[src/rtl/psg_pkg.sv]
// Shared types and constants for the parallel schedule generator.
package psg_pkg;

  localparam int MAX_ACT       = 32;
  localparam int MAX_RES       = 4;
  localparam int PROFILE_DEPTH = 256;
  localparam int ACT_W         = 5;
  localparam int TIME_W        = 14;
  localparam int PROF_AW       = 8;

  localparam logic [1:0] CMD_LOAD = 2'd0;
  localparam logic [1:0] CMD_EDGE = 2'd1;
  localparam logic [1:0] CMD_RUN  = 2'd2;

  localparam logic [1:0] STATUS_OK       = 2'd0;
  localparam logic [1:0] STATUS_DEADLOCK = 2'd1;
  localparam logic [1:0] STATUS_OVERCAP  = 2'd2;

  localparam logic [2:0] REG_ACT_COUNT = 3'd0;
  localparam logic [2:0] REG_RES_COUNT = 3'd1;
  localparam logic [2:0] REG_CAP_ZERO  = 3'd2;
  localparam logic [2:0] REG_CAP_ONE   = 3'd3;
  localparam logic [2:0] REG_CAP_TWO   = 3'd4;
  localparam logic [2:0] REG_CAP_THREE = 3'd5;

  typedef enum logic [3:0] {
    OP_NONE,
    OP_INIT,
    OP_NEXT,
    OP_PINC,
    OP_START,
    OP_RDONE,
    OP_WRITE,
    OP_DEADLOCK,
    OP_AINIT,
    OP_AMIN,
    OP_ADONE,
    OP_ATIME,
    OP_CZERO,
    OP_OLOAD,
    OP_OACK
  } dp_op_t;

  typedef struct packed {
    logic cursor_end;
    logic cand_ok;
    logic per_end;
    logic fit_fail;
    logic all_started;
    logic none_active;
    logic load_err;
    logic out_last;
  } dp_stat_t;

endpackage

[src/rtl/psg_ctrl.sv]
// Controller: sequences load, schedule search, time advance and result beats.
module psg_ctrl (
  input  logic               clk,
  input  logic               rst_n,
  input  logic               in_valid,
  input  logic [1:0]         in_command,
  output logic               in_ready,
  input  logic               out_ready,
  input  psg_pkg::dp_stat_t  stat,
  output psg_pkg::dp_op_t    op
);
  import psg_pkg::*;

  typedef enum logic [13:0] {
    S_IDLE  = 14'b00000000000001,
    S_INIT  = 14'b00000000000010,
    S_SCAN  = 14'b00000000000100,
    S_FREAD = 14'b00000000001000,
    S_FCMP  = 14'b00000000010000,
    S_START = 14'b00000000100000,
    S_RREAD = 14'b00000001000000,
    S_RWR   = 14'b00000010000000,
    S_CHECK = 14'b00000100000000,
    S_AMIN  = 14'b00001000000000,
    S_ADONE = 14'b00010000000000,
    S_OUT0  = 14'b00100000000000,
    S_EMIT  = 14'b01000000000000,
    S_OWAIT = 14'b10000000000000
  } state_t;

  state_t state_r, state_nxt;

  assign in_ready = (state_r == S_IDLE);

  always_comb begin
    state_nxt = state_r;
    op        = OP_NONE;
    unique case (state_r)
      S_IDLE:  if (in_valid && in_command == CMD_RUN) state_nxt = S_INIT;
      S_INIT: begin
        op        = OP_INIT;
        state_nxt = stat.load_err ? S_OUT0 : S_SCAN;
      end
      S_SCAN: begin
        if (stat.cursor_end) state_nxt = S_CHECK;
        else if (stat.cand_ok) state_nxt = S_FREAD;
        else op = OP_NEXT;
      end
      S_FREAD: state_nxt = stat.per_end ? S_START : S_FCMP;
      S_FCMP: begin
        if (stat.fit_fail) begin
          op        = OP_NEXT;
          state_nxt = S_SCAN;
        end else begin
          op        = OP_PINC;
          state_nxt = S_FREAD;
        end
      end
      S_START: begin
        op        = OP_START;
        state_nxt = S_RREAD;
      end
      S_RREAD: begin
        if (stat.per_end) begin
          op        = OP_RDONE;
          state_nxt = S_SCAN;
        end else begin
          state_nxt = S_RWR;
        end
      end
      S_RWR: begin
        op        = OP_WRITE;
        state_nxt = S_RREAD;
      end
      S_CHECK: begin
        if (stat.all_started) begin
          state_nxt = S_OUT0;
        end else if (stat.none_active) begin
          op        = OP_DEADLOCK;
          state_nxt = S_EMIT;
        end else begin
          op        = OP_AINIT;
          state_nxt = S_AMIN;
        end
      end
      S_AMIN: begin
        if (stat.cursor_end) begin
          op        = OP_CZERO;
          state_nxt = S_ADONE;
        end else begin
          op = OP_AMIN;
        end
      end
      S_ADONE: begin
        if (stat.cursor_end) begin
          op        = OP_ATIME;
          state_nxt = S_SCAN;
        end else begin
          op = OP_ADONE;
        end
      end
      S_OUT0: begin
        op        = OP_CZERO;
        state_nxt = S_EMIT;
      end
      S_EMIT: begin
        op        = OP_OLOAD;
        state_nxt = S_OWAIT;
      end
      S_OWAIT: begin
        if (out_ready) begin
          op        = OP_OACK;
          state_nxt = stat.out_last ? S_IDLE : S_EMIT;
        end
      end
      default: state_nxt = S_IDLE;
    endcase
  end

  always_ff @(posedge clk) begin
    if (!rst_n) state_r <= S_IDLE;
    else        state_r <= state_nxt;
  end

endmodule

[config.mk]
export PLATFORM = sky130hd
export DESIGN_NAME = psg_ctrl
export DESIGN_NICKNAME = d
export VERILOG_FILES = /design/src/rtl/psg_pkg.sv /design/src/rtl/psg_ctrl.sv
export SDC_FILE = /design/constraint.sdc
export NUM_CORES = 1
export LEC_CHECK = 0
export BUFFER_PORTS_ARGS = -buffer_cell sky130_fd_sc_hd__buf_2
export CORE_AREA = 2 2 52 54
export DETAILED_ROUTE_END_ITERATION = 16
export DIE_AREA = 0 0 54 56
export PLACE_DENSITY = 0.73
export RECOVER_POWER = 100
export SLEW_MARGIN = 10
export SYNTH_ARGS = -nofsm -noshare
export SYNTH_HDL_FRONTEND = slang
export SYNTH_SLANG_ARGS = --single-unit
[constraint.sdc]
create_clock -name clk -period 3.3 [get_ports clk]
set_input_delay 0.66 -clock clk [delete_from_list [all_inputs] [get_ports clk]]
set_output_delay 0.66 -clock clk [all_outputs]
set_load 0.02 [all_outputs]
==> results.md, run 1 <==
- GRT Util Overall: 0.209
- Mux cell area share after synthesis: 0
- Worst path most repeated cell: or4_4
- Largest net degree at the start of global routing: 10
- CTS Root Cell: clkbuf_4
- Primary FF master, synth: dfxtp_1
- Initial antenna violation count: 0
- Leak pwr: 0.459 nW
- CTS Buf Count: 3
- Drt drc: 0
- Pin slew with the least headroom to its limit: 0.704 ns
- Top Registers: state_r: 14 flops
- Max FFs per register: 14
- TritonCTS Sinks: 14
- Pre-antenna DRT Iters: 4
- Most instantiated cells after synthesis: 14 x dfxtp_1, 14 x nor2_1, 13 x nand2_1
- Peak Freq: 309 MHz
- Port Buffers: 18
- Fraction of synthesized cell area taken by the top area cell type: 0.276
- Number of DRC markers in iteration 0: 54
- Site Rows: 18
- CTS Hold Bufs: 0
- Highest routed layer: met4
- Overflow after GRT: 0
- XOR/XNOR Fraction of Synth Area: 0.0432
- Worst path arrival time: 2.58 ns
- Crit. End Element: primary output
- Post-detail-place hpwl: 2.33 mm
- Post-Synth Simple-Gate Area: 0.492
- RSZ-0062 raised after global routing: yes
- Fin crit share: 0.981
- Crit path buf inv count: 1
- Global-route wire length before repair: 4.69 mm
- Final wirelength: 2.98 mm
- Top area cells in the synthesized netlist: dfxtp_1 28%, nor4_1 6.8%, nor2_1 5.2%, nand2_1 4.8%, nor3_1 3.9%
- Synth async-reset ratio: 0
- MaxCap Viol Count: 0
- Yosys reg bits: 14
- Worst Skew: 0.00884 ns
- Tot Pwr: 0.000434 W
- Final critical-path setup slack: 0.0630 ns
- Worst-Skew Late Latency: 0.29 ns
- Mapped Avg Cell Area: 7.63 um^2
- Drt wl/cell: 16.3 um
- Delay of the slowest critical-path stage: 0.51 ns
- Number of synthesized flops with an enable pin: 0
- Die H: 56 um
- # fillers: 241
- Power Density: 368 mW/mm^2
- Max clock buf depth: 2
- Post-synthesis compound-gate area fraction: 0.147
- Crit path kind: reg2out
- H-tree levels: 1
- Worst-case vdd ir drop: 0.219 mV
- Largest Register: state_r
- CP cell instances: or4_4, or4_4, or4_4, nor2_4, a21oi_1, nand3_1, buf_2
- YS warnings: 0
- Status: completed
- Synth area leader: dfxtp_1
- Total core area: 0.00243 mm^2
- Ports: 19
- Slew headroom: 0.518
- Area growth, synth to finish: 16.0%
- Nets@finish: 168
- Final Max Tran Viols: 0
- Worst EP required: 2.64 ns
- Hold Crit Class: reg2reg
- Fin Setup TNS: 0 ns
- Metal3 WL: 214 um
- Post-Synth Adder-Cell Area: 0
- CP max FO: 8
- Final ANT Viol Nets: 0
- Min cycle time layout: 3.24 ns
- Via count: 1147
- Met1 wire length: 1.22 mm
- Final Hold Viols: 0
- Largest family of logic cells by synthesized area: simple AND/OR/NAND/NOR gates
- Die footprint: 0.00302 mm^2
- Clock-pin slew on the worst setup and hold paths: 0.09 ns
- Seq/Total Area, Yosys: 0.276
- Post-synth cell types: 47
- Gate Count Post-Synth: 133
- Die width: 54 um
- Share of layout cells above drive strength 1: 0.255
- Setup violations, final: 0
- Starting Density: 0.417
- CTS tree: yes
- Final non-filler cell total: 183
- Final Wtd Congestion: 0.962
- Crit path launch type: register
- Number of global-route vias before repair: 1025
- Vias per cell: 6.27
- Setup WS pre-CTS: 0.268 ns
- Synth Cell Area: 0.00101 mm^2
- DR WL met2: 1.46 mm
- Placed Cells: 179
- Critical path's slowest cell: or4_4
- Top delay family on crit path: simple AND/OR/NAND/NOR gates
- Mapped Nets: 147
- Diode count: 0
[final cells by class]
class                      count  area, um^2  share of cell area
multi-input combinational    110         698               0.593
sequential                    14         283               0.240
timing repair buffer          19         100              0.0850
tap                           30        37.5              0.0319
clock buffer                   4        36.3              0.0308
inverter                       6        22.5              0.0191
[repair_timing]
item	in CTS	in global routing
buffers inserted	0	0
gates resized for setup	1	3
pin swaps	1	0
endpoints found under the setup margin	4	3
[power breakdown]
part / internal [W] / switching (W) / total [W] / leakage, nW
Combinational: 0.0000451 / 0.0000756 / 0.000121 / 0.324
Clock: 0.0000673 / 0.0000617 / 0.000129 / 0.0210
Sequential: 0.000175 / 0.00000942 / 0.000184 / 0.114
[metrics by stage]
step	hold slack (ns)	utilization	instance area, um^2
floorplan	0.485	-	1010
global placement	0.524	0.465	1130
detailed placement	0.535	0.465	1130
CTS	0.547	0.480	1170
global route	0.560	0.484	1180
finish	0.537	0.484	1180
[worst reg2reg max path: cells and delay by family, from the launching register on]
family,cells,cell delay [ns]
AOI/OAI and AO/OA,1,0.12
DFF,1,0.37
and+or+nand+nor,5,1.75
[layout by cell type (no fill, tap or decap), types with 2 or more instances in the layout]
cell type | Yosys | final
buf_2 | 1 | 17
nor2_1 | 14 | 14
nand2_1 | 13 | 13
dfxtp_1 | 14 | 12
nor4_1 | 11 | 10
nor3_1 | 8 | 8
inv_1 | 6 | 6
nand2b_1 | 5 | 5
nand3_1 | 4 | 4
or4_4 | 3 | 3
a21oi_1 | 3 | 3
nand4_1 | 3 | 3
nor2b_1 | 3 | 3
or2_2 | 3 | 3
xnor2_1 | 3 | 3
clkbuf_4 | 0 | 3
nor3b_1 | 2 | 2
a2111oi_0 | 2 | 2
xor2_1 | 2 | 2
o21a_1 | 2 | 2
o21ai_0 | 2 | 2
and2_1 | 2 | 2
nor4b_1 | 2 | 2
buf_4 | 0 | 2
dfxtp_2 | 0 | 2
[worst paths after layout]
path              startpoint           to  slack (ns)  depth (start not counted)
hold reg to reg   state_r[3]   state_r[5]        0.54                          2
setup reg to reg  state_r[6]  state_r[11]        0.93                          6
setup / recovery  state_r[6]        op[0]        0.06                          7
hold / removal    state_r[3]   state_r[5]        0.54                          2
[routing by layer]
metal  track usage  vias to the layer above
met4         0.100                        0
met1         0.266                      537
met2         0.331                       56
met3        0.0376                       13
met5             0                        -
li1              -                      541
[cell families (layout without fill, tap and decap cells)]
logic type	Yosys count	in the layout
AO/OA/AOI/OAI	20	20
XOR/XNOR	5	5
AND/OR/NAND/NOR	85	85
flip-flops	14	14
buffers and inverters	9	29
Note: power is estimated with default switching activity, not from simulation.
==> run 2: changes to the inputs <==
--- a/config.mk
+++ b/config.mk
@@ -5,7 +5,7 @@
 export SDC_FILE = /design/constraint.sdc
 export NUM_CORES = 1
 export LEC_CHECK = 0
-export BUFFER_PORTS_ARGS = -buffer_cell sky130_fd_sc_hd__buf_2
+export BUFFER_PORTS_ARGS = -buffer_cell sky130_fd_sc_hd__buf_4
 export CORE_AREA = 2 2 52 54
 export DETAILED_ROUTE_END_ITERATION = 16
 export DIE_AREA = 0 0 54 56
==> run 2 against run 1 <==
  * Combinational power grew 6%
  * Cell area grew 3.6%
  * Sequential share of layout area shrank 0.84 points
  * Sequential cell count is the same
  * Die area is the same
  * Via count shrank 2.3%
  * Wire length grew 2.3%
  * Highest routed layer unchanged
==> results.md, run 2 (same netlist as run 1, synthesis figures left out) <==
- Status: completed
- Worst path most repeated cell: or4_4
- Via count: 1121 (-2.3%)
- Switch share: 0.329 (-0.00910)
- Sequential Power Share: 0.417 (-0.007)
- Setup violations, final: 0 (unchanged)
- Worst-case vdd ir drop: 0.202 mV (-7.9%)
- TritonCTS Sinks: 14 (unchanged)
- Leak pwr: 0.472 nW (+2.7%)
- Share of layout cells above drive strength 1: 0.255 (unchanged)
- Crit. End Element: primary output
- Final Wtd Congestion: 0.970 (+0.79%)
- P_int: 0.000294 W (+2.5%)
- Clock share of power: 0.291 (-0.006)
- Die footprint: 0.00302 mm^2 (unchanged)
- Port Buffers: 18 (unchanged)
- Site Rows: 18 (unchanged)
- Worst r2r path cells: 6 (unchanged)
- Delay of the slowest critical-path stage: 0.51 ns (about the same)
- Min cycle time layout: 3.22 ns (-0.0129 ns)
- Slew headroom: 0.408 (-0.110)
- CTS tree: yes
- Critical path's slowest cell: or4_4
- # fillers: 244 (+1.2%)
- Nets@finish: 168 (unchanged)
- Worst EP required: 2.64 ns (about the same)
- Worst path arrival time: 2.56 ns (-0.02 ns)
- Power share of the combinational group: 0.292 (+0.014)
- Ports: 19 (unchanged)
- Placed Cells: 179 (unchanged)
- Peak Freq: 310 MHz (+0.40%)
- Hold depth: 2 (unchanged)
- Max clock buf depth: 2 (unchanged)
- MaxCap Viol Count: 0 (unchanged)
- Final non-filler cell total: 183 (unchanged)
- CTS Root Cell: clkbuf_4
- Number of DRC markers in iteration 0: 46 (-15%)
- P_sw: 0.000144 W (-1.6%)
- Starting Density: 0.417 (unchanged)
- Final Hold Viols: 0 (unchanged)
- Worst Skew: 0.00657 ns (-0.00226 ns)
- CP cell instances: or4_4, or4_4, or4_4, nor2_4, a21oi_1, nand4_1, buf_4
- Fin crit share: 0.977 (-0.00390)
- CTS Buf Count: 3 (unchanged)
- Clock-pin slew on the worst setup and hold paths: 0.10 ns (about the same)
- Vias per cell: 6.13 (-2.3%)
- Crit path launch type: register
- Top Registers: state_r: 14 flops
- Initial antenna violation count: 0 (unchanged)
- Fin Setup TNS: 0 ns (unchanged)
- Post-detail-place hpwl: 2.38 mm (+2.3%)
- Most frequent cells in the layout: 19 x buf_4, 14 x nor2_1, 13 x nand2_1, 12 x dfxtp_1, 10 x nor4_1
- Final Max Tran Viols: 0 (unchanged)
- Die width: 54 um (unchanged)
- Pre-antenna DRT Iters: 4 (unchanged)
- Number of global-route vias before repair: 1064 (+3.8%)
- CP max FO: 8 (unchanged)
- Diode count: 0 (unchanged)
- Total core area: 0.00243 mm^2 (unchanged)
- Worst-Skew Late Latency: 0.28 ns (about the same)
- Crit path kind: reg2out
- Largest Register: state_r
- Overflow after GRT: 0 (unchanged)
- Drt wl/cell: 16.6 um (+2.3%)
- Final wirelength: 3.05 mm (+2.3%)
- Power Density: 360 mW/mm^2 (-2.4%)
- Drt drc: 0 (unchanged)
- Die H: 56 um (unchanged)
- Max FFs per register: 14 (unchanged)
- Most common cell after layout, fill and taps aside: buf_4
- Global-route wire length before repair: 4.85 mm (+3.5%)
- Final ANT Viol Nets: 0 (unchanged)
- Pin slew with the least headroom to its limit: 0.866 ns (+0.161 ns)
- H-tree levels: 1 (unchanged)
- Hold Crit Class: reg2reg
- Largest net degree at the start of global routing: 10 (unchanged)
- Area growth, synth to finish: 20.2%
- GRT Util Overall: 0.220 (+0.0106)
run 2: cell counts in the layout (fill, tap and decap cells not counted):
No cell type changed its count.
run 2: metal layers:
| layer | up-vias | share of wire | global-route usage |
|---|---|---|---|
| met1 | 516 | 0.44 | 0.292 |
| met4 | 0 | 0.025 | 0.104 |
| met3 | 11 | 0.070 | 0.0269 |
| met2 | 54 | 0.47 | 0.343 |
| li1 | 540 | - | - |
| met5 | - | 0 | 0 |
run 2: power groups by stage:
| stage | registers [W] | logic, W | clock network, W |
|---|---|---|---|
| 3_5_place_dp | 0.000186 | 0.000125 | 0 |
| 2_1_floorplan | 0.000185 | 0.0000813 | 0 |
| 3_3_place_gp | 0.000187 | 0.000124 | 0 |
| 4_1_cts | 0.000182 | 0.000126 | 0.000129 |
| 6_report | 0.000183 | 0.000128 | 0.000128 |
| 5_1_grt | 0.000184 | 0.000140 | 0.000141 |
run 2: cell type report:
class / instances / area [um^2] / area share
tap: 30 / 37.5 / 0.0308
inverter: 6 / 22.5 / 0.0185
multi-input combinational: 110 / 698 / 0.572
timing repair buffer: 19 / 143 / 0.117
clock buffer: 4 / 36.3 / 0.0297
sequential: 14 / 283 / 0.232
run 2: critical path: cells and delay by family (launching register included):
kind	cells	cell delay, ns
AOI/OAI and AO/OA	1	0.10
buffers and inverters	1	0.14
and+or+nand+nor	5	1.66
DFF	1	0.38
run 2: timing repair:
item | CTS | global route
setup endpoints to repair | 4 | 2
pin swaps | 1 | 0
setup buffers | 0 | 0
hold buffers | 0 | 0
gates resized for setup | 1 | 2
run 2: per-stage QoR:
step           worst slack, ns  power, W  area (um^2)  hold WS, ns  utilization
2_1_floorplan            0.325  0.000266         1010        0.485            -
3_3_place_gp             0.311  0.000311         1170        0.530        0.483
3_5_place_dp             0.278  0.000312         1170        0.535        0.483
4_1_cts                 0.0764  0.000438         1210        0.547        0.498
5_1_grt             -0.0000488  0.000464         1220        0.538        0.502
6_report                0.0759  0.000439         1220        0.542        0.502
run 2: path summary, 6_finish.rpt:
kind                                   end  slack, ns  startpoint
worst min register to register  state_r[5]       0.54  state_r[3]
worst max register to register  state_r[2]       0.89  state_r[6]
worst max-delay path                 op[2]       0.08  state_r[6]
worst min-delay path            state_r[5]       0.54  state_r[3]
==> run 3: changes to the inputs <==
--- a/config.mk
+++ b/config.mk
@@ -5,11 +5,12 @@
 export SDC_FILE = /design/constraint.sdc
 export NUM_CORES = 1
 export LEC_CHECK = 0
+export ABC_AREA = 1
 export BUFFER_PORTS_ARGS = -buffer_cell sky130_fd_sc_hd__buf_4
-export CORE_AREA = 2 2 52 54
+export CORE_AREA = 2 2 55 57
 export DETAILED_ROUTE_END_ITERATION = 16
-export DIE_AREA = 0 0 54 56
-export PLACE_DENSITY = 0.73
+export DIE_AREA = 0 0 57 59
+export PLACE_DENSITY = 0.74
 export RECOVER_POWER = 100
 export SLEW_MARGIN = 10
 export SYNTH_ARGS = -nofsm -noshare
==> run 3 against run 2 <==
  * Synthesized cell count rose by 33%
  * Highest routed layer unchanged
  * Critical path depth rose by 1
  * Critical path type unchanged
  * Worst setup slack improved by 0.48 ns
  * Sequential cell count did not move
  * Critical endpoint is now op[1]
  * Power rose by 58%
  * Global-route usage fell by 4.9 points
  * Non-clock buffer count fell by 1
  * Clock power fell by 5%
==> results.md, run 3 <==
- Pin slew with the least headroom to its limit: 0.306 ns (-0.560 ns)
- Power Density: 529 mW/mm^2 (+47%)
- Worst r2r path cells: 10 (+4)
- Site Rows: 19 (+1)
- Area growth, synth to finish: 11.8%
- Drt wl/cell: 11.4 um (-32%)
- Nets@finish: 213 (+27%)
- Overflow after GRT: 0 (unchanged)
- RSZ-0062 raised after global routing: no
- CTS resizes: 0 (-1)
- R2r endpoint: state_r[12]
- Worst EP required: 2.64 ns (about the same)
- Most frequent cell after synthesis: nand2_1
- Synth async-reset ratio: 0 (unchanged)
- Post-synthesis compound-gate area fraction: 0.0362 (-0.110)
- Setup violations, final: 0 (unchanged)
- Max clock buf depth: 2 (unchanged)
- Critical path's slowest cell: dfxtp_1
- Post-Synth Simple-Gate Area: 0.603 (+0.111)
- R2r setup slk: 0.90 ns (about the same)
- GRT Util Overall: 0.171 (-0.0490)
- Final ANT Viol Nets: 0 (unchanged)
- Leak pwr: 0.687 nW (+46%)
- Pre-antenna DRT Iters: 4 (unchanged)
- Tot Pwr: 0.000694 W (+58%)
- Crit path kind: reg2out
- Port Buffers: 18 (unchanged)
- Largest net degree at the start of global routing: 11 (+1)
- Worst Skew: 0.00326 ns (-0.00331 ns)
- YS warnings: 0 (unchanged)
- Number of DRC markers in iteration 0: 54 (+17%)
- Worst-Skew Late Latency: 0.28 ns (about the same)
- Total core area: 0.00271 mm^2 (+11%)
- Number of global-route vias before repair: 1058 (-0.56%)
- Min-delay src: stat[5]
- CP max FO: 9 (+1)
- Post-detail-place hpwl: 2.20 mm (-7.6%)
- XOR/XNOR Fraction of Synth Area: 0 (-0.0432)
- Via count: 1141 (+1.8%)
- Min cycle time layout: 2.74 ns (-0.483 ns)
- Synth Cell Area: 0.00117 mm^2 (+16%)
- Share of layout cells above drive strength 1: 0.263 (+0.00772)
- MaxCap Viol Count: 0 (unchanged)
- Die footprint: 0.00336 mm^2 (+11%)
- Drt drc: 0 (unchanged)
- Die H: 59 um (+5.4%)
- Fin Setup TNS: 0 ns (unchanged)
- Hold Crit Class: in2reg
- Top area cells in the synthesized netlist: dfxtp_1 24%, nand2_1 13%, nor2_1 8.3%, inv_1 7.7%, nand2_4 5.8%
- Number of synthesized flops with an enable pin: 0 (unchanged)
- Worst-case vdd ir drop: 0.315 mV (+56%)
- Hold depth: 2 (unchanged)
- Diode count: 0 (unchanged)
- H-tree levels: 1 (unchanged)
- Seq/Total Area, Yosys: 0.239 (-0.0374)
- TritonCTS Sinks: 14 (unchanged)
- Multi-input gate area: 703 um^2 (+0.72%)
- Fraction of synthesized cell area taken by the top area cell type: 0.239 (-0.0374)
- Final Hold Viols: 0 (unchanged)
- # fillers: 311 (+27%)
- Post-synth cell types: 30 (-36%)
- Starting Density: 0.433 (+0.0159)
- Register area: 280 um^2 (-0.88%)
- Crit. End Element: primary output
- Initial antenna violation count: 0 (unchanged)
- Clock-pin slew on the worst setup and hold paths: 0.08 ns (-0.02 ns)
- Status: completed
- Final Max Tran Viols: 0 (unchanged)
- CTS Buf Count: 3 (unchanged)
- Final Wtd Congestion: 0.824 (-15%)
- Worst path arrival time: 2.08 ns (-0.48 ns)
- Worst hold endpoint: state_r[4]
- Final wirelength: 2.60 mm (-15%)
- Die width: 57 um (+5.6%)
- Slew headroom: 0.795 (+0.387)
- CTS Root Cell: clkbuf_4
- Most instantiated cells after synthesis: 42 x nand2_1, 26 x nor2_1, 24 x inv_1
- R2r startpoint: state_r[10]
- Vias per cell: 4.98 (-19%)
- Global-route wire length before repair: 4.42 mm (-8.9%)
- Fin crit share: 0.831 (-0.146)
- Largest family of logic cells by synthesized area: simple AND/OR/NAND/NOR gates
- Primary FF master, synth: dfxtp_1
- Max FFs per register: 14 (unchanged)
- Post-Synth Adder-Cell Area: 0 (unchanged)
- CP cell instances: nor2_1, nand3_1, clkinvlp_2, nand3_1, nor2_4, nor2_1, nand4_1, clkbuf_1
- Mux cell area share after synthesis: 0 (unchanged)
- Delay of the slowest critical-path stage: 0.37 ns (-0.14 ns)
- Synth area leader: dfxtp_1
- Ports: 19 (unchanged)
- Largest Register: state_r
- CTS Hold Bufs: 0 (unchanged)
- Crit path buf inv count: 2 (+1)
- # Post-CTS Setup Buffers: 0 (unchanged)
- Mapped Nets: 191 (+30%)
- Yosys reg bits: 14 (unchanged)
- Gate Count Post-Synth: 177 (+33%)
- CTS tree: yes
- Crit path launch type: register
- Most frequent cells in the layout: 43 x nand2_1, 29 x nor2_1, 24 x inv_1, 15 x buf_4, 14 x dfxtp_1
- Peak Freq: 365 MHz (+18%)
- Top Registers: state_r: 14 flops
- Top delay family on crit path: simple AND/OR/NAND/NOR gates
- Most common cell after layout, fill and taps aside: nand2_1
- Mapped Avg Cell Area: 6.63 um^2 (-13%)
[run 3: changes by cell type in the layout (fill, tap and decap cells not counted), sizes merged, moves of 4 or more]
cell / previous run / this run
buf: 19 / 15
inv: 6 / 29
nand2: 14 / 52
nand2b: 5 / 0
nand3: 4 / 16
nor2: 15 / 40
nor4: 11 / 0
or4: 4 / 0
[run 3: layout make-up]
type / count / share of cell area
clock buffers: 4 / 0.0276
repair buffers: 18 / 0.0944
multi-input cells: 130 / 0.536
well taps: 31 / 0.0296
inverters: 32 / 0.0991
flip-flops and latches: 14 / 0.214
[run 3: cells by family after synthesis]
group           Yosys count
buf+inv                  33
simple gates            123
flops                    14
compound gates            7
[run 3: how the worst max path moves through the flow]
stage	from	to	slack [ns]	depth (start not counted)
3_5_place_dp	state_r[0]	op[2]	1.09	10
3_3_place_gp	state_r[0]	op[2]	1.08	10
2_1_floorplan	state_r[10]	op[3]	1.32	8
6_report	state_r[10]	op[1]	0.56	8
4_1_cts	state_r[0]	op[2]	0.77	10
5_1_grt	state_r[10]	op[1]	0.35	8
[run 3: report_power, final]
part / leakage, nW / internal, W / switching [W]
sequential: 0.114 / 0.000188 / 0.0000152
combinational: 0.552 / 0.000116 / 0.000253
clock: 0.0210 / 0.0000672 / 0.0000550
[run 3: routing by layer]
| layer | vias to the layer above | track usage | part of all wire |
|---|---|---|---|
| li1 | 590 | - | - |
| met1 | 502 | 0.216 | 0.44 |
| met2 | 42 | 0.291 | 0.47 |
| met3 | 7 | 0.0218 | 0.064 |
| met4 | 0 | 0.0797 | 0.027 |
| met5 | - | 0 | 0 |
[run 3: per-stage QoR]
step                cells  cell area (um^2)   util  worst slack (ns)  hold slack (ns)
floorplan             177              1170      -              1.32            0.541
global placement      225              1340  0.494              1.08            0.563
detailed placement    225              1340  0.494              1.09            0.574
CTS                   229              1380  0.508             0.772            0.544
global route          229              1310  0.484             0.351            0.553
finish                229              1310  0.484             0.559            0.553
